==> src/sv/ddays_pkg.sv <==
// ----------------------------------------------------------------------------
// ddays_pkg
// Shared widths, constants, status codes and calendar tables for the
// date difference pipeline.
// ----------------------------------------------------------------------------
package ddays_pkg;

	localparam int unsigned DAY_W   = 5;
	localparam int unsigned MON_W   = 4;
	localparam int unsigned YEAR_W  = 14;
	localparam int unsigned STAT_W  = 2;
	localparam int unsigned TOTAL_W = 22;
	localparam int unsigned WY_W    = 14;
	localparam int unsigned REM_W   = 9;

	// serial day number and full difference width
	localparam int unsigned DN_W    = 23;
	// quotient by 365 before masking, and uncorrected remainder
	localparam int unsigned QUO_W   = 15;
	localparam int unsigned REMX_W  = 10;

	localparam int unsigned MAX_YEAR_DEF = 9999;
	localparam logic [YEAR_W-1:0] FIRST_YEAR = YEAR_W'(1582);

	localparam logic [STAT_W-1:0] STATUS_OK      = 2'd0;
	localparam logic [STAT_W-1:0] STATUS_EARLIER = 2'd1;
	localparam logic [STAT_W-1:0] STATUS_INVALID = 2'd2;

	localparam logic [MON_W-1:0] MONTH_JAN = 4'd1;
	localparam logic [MON_W-1:0] MONTH_FEB = 4'd2;
	localparam logic [MON_W-1:0] MONTH_DEC = 4'd12;

	localparam int unsigned DAYS_PER_YEAR = 365;

	// floor(x / 25) = (x * RECIP_25) >> SHIFT_25 for x below 43690
	localparam int unsigned SHIFT_25 = 17;
	localparam int unsigned RECIP_25 = ((1 << SHIFT_25) + 24) / 25;

	// 25 * inverse == 1 modulo 2^12 and 2^10
	localparam int unsigned INV25_12 = 3113;
	localparam int unsigned INV25_10 = 41;
	localparam int unsigned MULT25_MAX_12 = 4095 / 25;
	localparam int unsigned MULT25_MAX_10 = 1023 / 25;

	// estimate of t / 365, low by at most one for t below 2^23
	localparam int unsigned SHIFT_365 = 23;
	localparam int unsigned RECIP_365 = (1 << SHIFT_365) / DAYS_PER_YEAR;

	typedef struct packed {
		logic            ok;
		logic [DN_W-1:0] dnum;
	} date_info_t;

	function automatic logic [8:0] days_before(input logic [MON_W-1:0] m);
		logic [8:0] r;
		unique case (m)
			4'd1:    r = 9'd0;
			4'd2:    r = 9'd31;
			4'd3:    r = 9'd59;
			4'd4:    r = 9'd90;
			4'd5:    r = 9'd120;
			4'd6:    r = 9'd151;
			4'd7:    r = 9'd181;
			4'd8:    r = 9'd212;
			4'd9:    r = 9'd243;
			4'd10:   r = 9'd273;
			4'd11:   r = 9'd304;
			4'd12:   r = 9'd334;
			default: r = 9'd0;
		endcase
		return r;
	endfunction

	function automatic logic [DAY_W-1:0] month_len(input logic [MON_W-1:0] m,
		input logic leap);
		logic [DAY_W-1:0] r;
		unique case (m)
			4'd2:                      r = leap ? 5'd29 : 5'd28;
			4'd4, 4'd6, 4'd9, 4'd11:   r = 5'd30;
			default:                   r = 5'd31;
		endcase
		return r;
	endfunction

endpackage

==> src/sv/ddays_date_unit.sv <==
// ----------------------------------------------------------------------------
// ddays_date_unit
// Two-stage date front end: quotients and leap flag, then field check and
// serial day number.
// ----------------------------------------------------------------------------
module ddays_date_unit #(
	parameter int unsigned MAX_YEAR = ddays_pkg::MAX_YEAR_DEF
) (
	input  logic                             clk,
	input  logic [ddays_pkg::DAY_W-1:0]      day,
	input  logic [ddays_pkg::MON_W-1:0]      month,
	input  logic [ddays_pkg::YEAR_W-1:0]     year,
	output ddays_pkg::date_info_t            info
);

	logic [ddays_pkg::YEAR_W-1:0] prev_y;
	logic [11:0] py4;
	logic [9:0]  py16;
	logic [24:0] m100;
	logic [22:0] m400;
	logic [11:0] yq4;
	logic [9:0]  yq16;
	logic [11:0] inv4;
	logic [9:0]  inv16;
	logic        div100;
	logic        div400;
	logic        leap;

	logic [ddays_pkg::DAY_W-1:0]  day_s2;
	logic [ddays_pkg::MON_W-1:0]  month_s2;
	logic [ddays_pkg::YEAR_W-1:0] year_s2;
	logic [ddays_pkg::YEAR_W-1:0] prev_s2;
	logic [11:0] q4_s2;
	logic [7:0]  q100_s2;
	logic [5:0]  q400_s2;
	logic        leap_s2;

	logic        ok;
	logic [ddays_pkg::DN_W-1:0] dnum;

	always_comb begin
		prev_y = year - ddays_pkg::YEAR_W'(1);
		py4    = prev_y[ddays_pkg::YEAR_W-1:2];
		py16   = prev_y[ddays_pkg::YEAR_W-1:4];
		m100   = 25'(py4) * 25'(ddays_pkg::RECIP_25);
		m400   = 23'(py16) * 23'(ddays_pkg::RECIP_25);
		yq4    = year[ddays_pkg::YEAR_W-1:2];
		yq16   = year[ddays_pkg::YEAR_W-1:4];
		inv4   = 12'(24'(yq4) * 24'(ddays_pkg::INV25_12));
		inv16  = 10'(20'(yq16) * 20'(ddays_pkg::INV25_10));
		div100 = (year[1:0] == 2'd0) && (32'(inv4) <= ddays_pkg::MULT25_MAX_12);
		div400 = (year[3:0] == 4'd0) && (32'(inv16) <= ddays_pkg::MULT25_MAX_10);
		leap   = ((year[1:0] == 2'd0) && !div100) || div400;
	end

	always_ff @(posedge clk) begin
		day_s2   <= day;
		month_s2 <= month;
		year_s2  <= year;
		prev_s2  <= prev_y;
		q4_s2    <= py4;
		q100_s2  <= 8'(m100 >> ddays_pkg::SHIFT_25);
		q400_s2  <= 6'(m400 >> ddays_pkg::SHIFT_25);
		leap_s2  <= leap;
	end

	always_comb begin
		ok = (year_s2 >= ddays_pkg::FIRST_YEAR)
			&& (32'(year_s2) <= MAX_YEAR)
			&& (month_s2 >= ddays_pkg::MONTH_JAN)
			&& (month_s2 <= ddays_pkg::MONTH_DEC)
			&& (day_s2 != '0)
			&& (day_s2 <= ddays_pkg::month_len(month_s2, leap_s2));
		dnum = ddays_pkg::DN_W'(prev_s2) * ddays_pkg::DN_W'(ddays_pkg::DAYS_PER_YEAR)
			+ ddays_pkg::DN_W'(q4_s2)
			- ddays_pkg::DN_W'(q100_s2)
			+ ddays_pkg::DN_W'(q400_s2)
			+ ddays_pkg::DN_W'(ddays_pkg::days_before(month_s2))
			+ ddays_pkg::DN_W'((month_s2 > ddays_pkg::MONTH_FEB) && leap_s2)
			+ ddays_pkg::DN_W'(day_s2);
	end

	always_ff @(posedge clk) begin
		info.ok   <= ok;
		info.dnum <= dnum;
	end

endmodule

==> src/sv/ddays_div365.sv <==
// ----------------------------------------------------------------------------
// ddays_div365
// Two-stage split of the day count into 365-day years and remaining days:
// reciprocal estimate, then one correction step.
// ----------------------------------------------------------------------------
module ddays_div365 (
	input  logic                             clk,
	input  logic [ddays_pkg::STAT_W-1:0]     status_in,
	input  logic [ddays_pkg::DN_W-1:0]       total_in,
	output logic [ddays_pkg::STAT_W-1:0]     status,
	output logic [ddays_pkg::TOTAL_W-1:0]    total_days,
	output logic [ddays_pkg::WY_W-1:0]       whole_years,
	output logic [ddays_pkg::REM_W-1:0]      remaining_days
);

	logic [37:0] prod;
	logic [ddays_pkg::QUO_W-1:0]  quo_s5;
	logic [ddays_pkg::DN_W-1:0]   total_s5;
	logic [ddays_pkg::STAT_W-1:0] status_s5;

	logic [ddays_pkg::DN_W-1:0]   back;
	logic [ddays_pkg::REMX_W-1:0] rem_raw;
	logic                         fix;
	logic [ddays_pkg::QUO_W-1:0]  quo;
	logic [ddays_pkg::REMX_W-1:0] rem;

	assign prod = 38'(total_in) * 38'(ddays_pkg::RECIP_365);

	always_ff @(posedge clk) begin
		quo_s5    <= ddays_pkg::QUO_W'(prod >> ddays_pkg::SHIFT_365);
		total_s5  <= total_in;
		status_s5 <= status_in;
	end

	always_comb begin
		back    = ddays_pkg::DN_W'(quo_s5) * ddays_pkg::DN_W'(ddays_pkg::DAYS_PER_YEAR);
		rem_raw = ddays_pkg::REMX_W'(total_s5 - back);
		fix     = 32'(rem_raw) >= ddays_pkg::DAYS_PER_YEAR;
		quo     = quo_s5 + ddays_pkg::QUO_W'(fix);
		rem     = fix ? rem_raw - ddays_pkg::REMX_W'(ddays_pkg::DAYS_PER_YEAR) : rem_raw;
	end

	always_ff @(posedge clk) begin
		status         <= status_s5;
		total_days     <= total_s5[ddays_pkg::TOTAL_W-1:0];
		whole_years    <= quo[ddays_pkg::WY_W-1:0];
		remaining_days <= rem[ddays_pkg::REM_W-1:0];
	end

endmodule

==> src/sv/date_difference_days.sv <==
// ----------------------------------------------------------------------------
// date_difference_days
// Days between two Gregorian dates, with field check and a split into
// 365-day years and remaining days.
// ----------------------------------------------------------------------------
// A date pair is taken on any cycle with start high; busy stays low, so one
// pair per clock is sustained. Each pair gives one result beat on done, in
// order; the depth comes from the input register, the two date stages, the
// compare stage and the two stages of the divide by 365. The receiver cannot
// stall, so results must be captured on the cycle that done is high.
// ----------------------------------------------------------------------------
module date_difference_days #(
	parameter int unsigned MAX_YEAR = ddays_pkg::MAX_YEAR_DEF
) (
	input  logic                             clk,
	input  logic                             arst_n,
	input  logic                             start,
	output logic                             busy,
	input  logic [ddays_pkg::DAY_W-1:0]      start_day,
	input  logic [ddays_pkg::MON_W-1:0]      start_month,
	input  logic [ddays_pkg::YEAR_W-1:0]     start_year,
	input  logic [ddays_pkg::DAY_W-1:0]      end_day,
	input  logic [ddays_pkg::MON_W-1:0]      end_month,
	input  logic [ddays_pkg::YEAR_W-1:0]     end_year,
	output logic                             done,
	output logic [ddays_pkg::STAT_W-1:0]     status,
	output logic [ddays_pkg::TOTAL_W-1:0]    total_days,
	output logic [ddays_pkg::WY_W-1:0]       whole_years,
	output logic [ddays_pkg::REM_W-1:0]      remaining_days
);

	logic vld_s1, vld_s2, vld_s3, vld_s4, vld_s5, vld_s6;

	logic [ddays_pkg::DAY_W-1:0]  sday_s1, eday_s1;
	logic [ddays_pkg::MON_W-1:0]  smon_s1, emon_s1;
	logic [ddays_pkg::YEAR_W-1:0] syear_s1, eyear_s1;

	ddays_pkg::date_info_t sinfo_s3, einfo_s3;

	logic [ddays_pkg::STAT_W-1:0] status_s4;
	logic [ddays_pkg::DN_W-1:0]   total_s4;

	assign busy = 1'b0;
	assign done = vld_s6;

	always_ff @(posedge clk or negedge arst_n) begin
		if (!arst_n) begin
			vld_s1 <= 1'b0;
			vld_s2 <= 1'b0;
			vld_s3 <= 1'b0;
			vld_s4 <= 1'b0;
			vld_s5 <= 1'b0;
			vld_s6 <= 1'b0;
		end else begin
			vld_s1 <= start && !busy;
			vld_s2 <= vld_s1;
			vld_s3 <= vld_s2;
			vld_s4 <= vld_s3;
			vld_s5 <= vld_s4;
			vld_s6 <= vld_s5;
		end
	end

	always_ff @(posedge clk) begin
		sday_s1  <= start_day;
		smon_s1  <= start_month;
		syear_s1 <= start_year;
		eday_s1  <= end_day;
		emon_s1  <= end_month;
		eyear_s1 <= end_year;
	end

	ddays_date_unit #(.MAX_YEAR(MAX_YEAR)) u_start_date (
		.clk   (clk),
		.day   (sday_s1),
		.month (smon_s1),
		.year  (syear_s1),
		.info  (sinfo_s3)
	);

	ddays_date_unit #(.MAX_YEAR(MAX_YEAR)) u_end_date (
		.clk   (clk),
		.day   (eday_s1),
		.month (emon_s1),
		.year  (eyear_s1),
		.info  (einfo_s3)
	);

	always_ff @(posedge clk) begin
		if (!(sinfo_s3.ok && einfo_s3.ok)) begin
			status_s4 <= ddays_pkg::STATUS_INVALID;
			total_s4  <= '0;
		end else if (einfo_s3.dnum < sinfo_s3.dnum) begin
			status_s4 <= ddays_pkg::STATUS_EARLIER;
			total_s4  <= '0;
		end else begin
			status_s4 <= ddays_pkg::STATUS_OK;
			total_s4  <= einfo_s3.dnum - sinfo_s3.dnum;
		end
	end

	ddays_div365 u_div365 (
		.clk            (clk),
		.status_in      (status_s4),
		.total_in       (total_s4),
		.status         (status),
		.total_days     (total_days),
		.whole_years    (whole_years),
		.remaining_days (remaining_days)
	);

	a_beat_latency: assert property (@(posedge clk) disable iff (!arst_n)
		(start && !busy) |-> ##6 done)
		else $error("result beat missing six cycles after accept");

	a_zero_on_error: assert property (@(posedge clk) disable iff (!arst_n)
		(done && status != ddays_pkg::STATUS_OK)
		|-> (total_days == '0 && whole_years == '0 && remaining_days == '0))
		else $error("nonzero counts on a rejected date pair");

	a_rem_range: assert property (@(posedge clk) disable iff (!arst_n)
		done |-> (32'(remaining_days) < ddays_pkg::DAYS_PER_YEAR))
		else $error("remaining days out of range");

	a_same_stage: assert property (@(posedge clk) disable iff (!arst_n)
		(vld_s4 && status_s4 != ddays_pkg::STATUS_OK) |-> (total_s4 == '0))
		else $error("rejected pair carries a day count");

endmodule
==> config.mk <==
export PLATFORM = sky130hd
export DESIGN_NAME = date_difference_days
export DESIGN_NICKNAME = d
export VERILOG_FILES = /design/src/sv/ddays_pkg.sv /design/src/sv/ddays_date_unit.sv /design/src/sv/ddays_div365.sv /design/src/sv/date_difference_days.sv
export SDC_FILE = /design/constraint.sdc
export NUM_CORES = 2
export LEC_CHECK = 0
export BUFFER_PORTS_ARGS = -buffer_cell sky130_fd_sc_hd__buf_2
export CORE_MARGIN = 2
export CORE_UTILIZATION = 45
export CTS_CLUSTER_DIAMETER = 60
export CTS_CLUSTER_SIZE = 8
export DETAILED_ROUTE_END_ITERATION = 7
export SYNTH_ARGS = -nofsm -noshare
export SYNTH_HDL_FRONTEND = slang
export SYNTH_HIERARCHICAL = 1
export SYNTH_SLANG_ARGS = --single-unit
export TNS_END_PERCENT = 20
==> constraint.sdc <==
create_clock -name clk -period 7.4 [get_ports clk]
set_input_delay 1.11 -clock clk [delete_from_list [all_inputs] [get_ports clk]]
set_output_delay 1.11 -clock clk [all_outputs]
set_load 0.05 [all_outputs]
==> metrics.txt <==
RSZ-0062 raised after global routing=no; Final Skew=0.0195 ns; dominant cell type by area after synthesis=ha_1; chip height=roughly 280 µm; setup tns final=0 ns; endpoint class of the critical path=flop; crit path max fanout=10; Relative slew margins=41.9%; max cap viols=0; DRT Pass-1 Iters=5; register area share after synthesis=18.8%; CP startpoint=eyear_s1[2]; design area=0.0387 mm²; largest family of logic cells by synthesized area=adder cells; Multi-input gate area=0.0253 mm²; simple-gate share of the synthesized area=a little under 7%; Tcrit/Tclk final=between 90% and 100%; CP Class=flop to flop; vias in the first global route=around 25000; outcome=complete, no violations; hold_buf cts=0; drt wl/cell=approximately 16 µm; die span in x=roughly 280 µm; Synthesized Nets=between 4000 and 5000; Startpoint Class=flop; Yosys cell types=roughly 110; Fin. Hold Viols=0; Synth area leaders=ha_1 26%, fa_1 24%, dfxtp_1 18%; Post-synth top cells=854 x inv_1, 721 x ha_1, 431 x fa_1; first-pass GRT wire length=around 120000 µm; H-Tree Depth=2; register area=~0.0066 mm²; Critical Path AT=7.24 ns; # rows=roughly 100; WP data required=around 7.9 ns; Yosys warning count=6; WHS Path Cells=0; FMAX=~0.15 GHz; Post-synth ARST share=around 1.8%; hold slack=approximately 0.32 ns; initial DRC count=slightly below 800; Filler cells=~7300; drt total wl=approximately 74000 µm; Core Box Area=0.0776 mm²; placed inst area=roughly 0.037 mm²; mux share of post-synthesis cell area=less than 1%; vias per inst=roughly 5; Ports=between 90 and 100; Yosys top cell area share=about a quarter; Routability Congestion=between 0.8 and 0.9; Top FF cell, synth=dfxtp_1; die area=slightly above 0.08 mm²; Post-CTS Setup Bufs=0; CTS buffer count=54; worst r2r path cells=25; R2R Path Start=eyear_s1[2]; GRT Total Usage=between 10% and 20%; hold crit path type=flop to flop; cts repair resizes=0; synthesized cell area=roughly 0.035 mm²; Area Overhead vs Synth=9.42%; grt ovf=0; I/O Buffers=between 90 and 100; Nets=just under 5000; Post-Syn Instances=3522; initial antenna violation count=0; post-synthesis compound-gate area fraction=9.44%; most instantiated library cell after synthesis=inv_1; CTS tree=built; DPL Wire Length=63200 µm; Post-Syn Area per Cell=roughly 10 µm²; Hold Path Origin=u_div365/status_s5[1]; clk_lat worst skew=approximately 0.59 ns; # clock sinks=between 300 and 400; antenna-violating nets left=0; Reg clk slew, reported paths=0.05 ns; #FFs+latches synth=330; DR vias=approximately 23000; number of synthesized flops with an enable pin=0; Initial Utilization=45.5%; Synth Area in XOR/XNOR=4.93%; Post-Synth Adder-Cell Area=between 40 and 50%; root buffer cell=clkbuf_16; fraction of layout cells with a size suffix above 1=6.55%; clk buf depth=3; # diodes=0; Worst Tran Pin Value=between 0.8 and 0.9 ns; largest net degree at the start of global routing=24; Max Transition Viols Final=0; min Tclk post-route=between 6 and 7 ns; DR DRC count=0; Final setup viols=0
## critical path, cell delays in order, from the launching register on
cell,delay [ns]
dfxtp_1,0.48
inv_1,0.11
ha_1,0.24
nand2b_1,0.11
nand2_1,0.08
or3_1,0.37
nor3_1,0.21
xnor2_1,0.40
inv_1,0.10
ha_1,0.34
inv_1,0.10
ha_1,0.33
xor2_1,0.17
ha_1,0.28
inv_1,0.05
fa_1,0.54
inv_1,0.08
fa_1,0.52
fa_1,0.50
ha_1,0.34
nand4_1,0.12
nor3_1,0.23
o221ai_1,0.25
a41oi_1,0.41
a31oi_1,0.16
xnor2_1,0.14
## worst paths after layout
kind | endpoint | slack, ns
worst max-delay path | u_end_date/q400_s2[2] | 0.62
worst min-delay path | u_div365/status[1] | 0.32
worst max register to register | u_end_date/q400_s2[2] | 0.62
worst min register to register | u_div365/status[1] | 0.32
max in group asynchronous | vld_s1 | 6.91
min in group asynchronous | done | 0.34
## routing by layer
layer	part of all wire, %	vias to the layer above	global-route usage (%)
li1	-	11700	-
met1	47	11000	24.5
met2	47	331	32.4
met3	3.4	116	2.70
met4	2.7	0	5.26
met5	0	-	0
## cells by family after synthesis
| kind of cell | Yosys count |
|---|---|
| mux | 19 |
| compound gates | 494 |
| flops | 330 |
| fa+ha+maj | 1152 |
| simple gates | 456 |
| xor+xnor | 189 |
| buf+inv | 881 |
| other cells | 1 |
## state kept, by name, indices dropped and copies added, names as in the netlist, 6 cells and up, named ones only
name                     flops
u_start_date/info           24
total_s4                    23
u_end_date/q100_s2           8
u_start_date/q400_s2         6
u_end_date/year_s2          13
u_start_date/year_s2        13
eyear_s1                    14
u_div365/quo_s5             14
u_start_date/q100_s2         8
u_div365/total_s5           22
u_div365/total_days         22
u_div365/remaining_days      9
syear_s1                    14
u_end_date/q4_s2            11
u_div365/whole_years        14
u_end_date/info             24
u_start_date/q4_s2          11
u_end_date/q400_s2           6
## cells in the final DEF (no fill, tap or decap), types with 12 or more instances in the layout
cell type | synthesis | routed
nor2b_1 | 17 | 17
and3_1 | 22 | 22
o211ai_1 | 13 | 13
o21a_1 | 23 | 23
a21o_1 | 46 | 46
a21oi_1 | 143 | 143
or3_1 | 12 | 12
nand4_1 | 24 | 24
xor2_1 | 50 | 50
inv_1 | 854 | 854
a211oi_1 | 31 | 31
o21ai_0 | 83 | 83
buf_4 | 1 | 14
dfxtp_1 | 324 | 324
nand2b_1 | 14 | 14
nand3_1 | 49 | 49
a31oi_1 | 18 | 18
nand2_1 | 96 | 96
xnor2_1 | 132 | 132
ha_1 | 721 | 721
clkbuf_16 | 0 | 54
fa_1 | 431 | 431
o22ai_1 | 15 | 15
buf_2 | 2 | 96
nor3_1 | 35 | 35
nor2_1 | 115 | 115
## cell type report
class                   count  share of cell area, %
flip-flops and latches    330                   17.2
clock buffers              63                   3.66
clock inverters            13                  0.421
inverters                 854                   8.29
multi-input cells        2311                   65.6
repair buffers            110                   1.51
well taps                1040                   3.37
## stage by stage
stage          cells  utilization (%)  worst slack, ns
2_1_floorplan   3522                -             1.12
3_3_place_gp    4645             47.8            0.796
3_5_place_dp    4645             47.8            0.672
4_1_cts         4721             49.8            0.649
5_1_grt         4721             49.8            0.112
6_report        4721             49.8            0.624
Power is left out: the tool's default activity adds up to more than one toggle a clock period on the data nets, which glitch-free logic cannot reach.
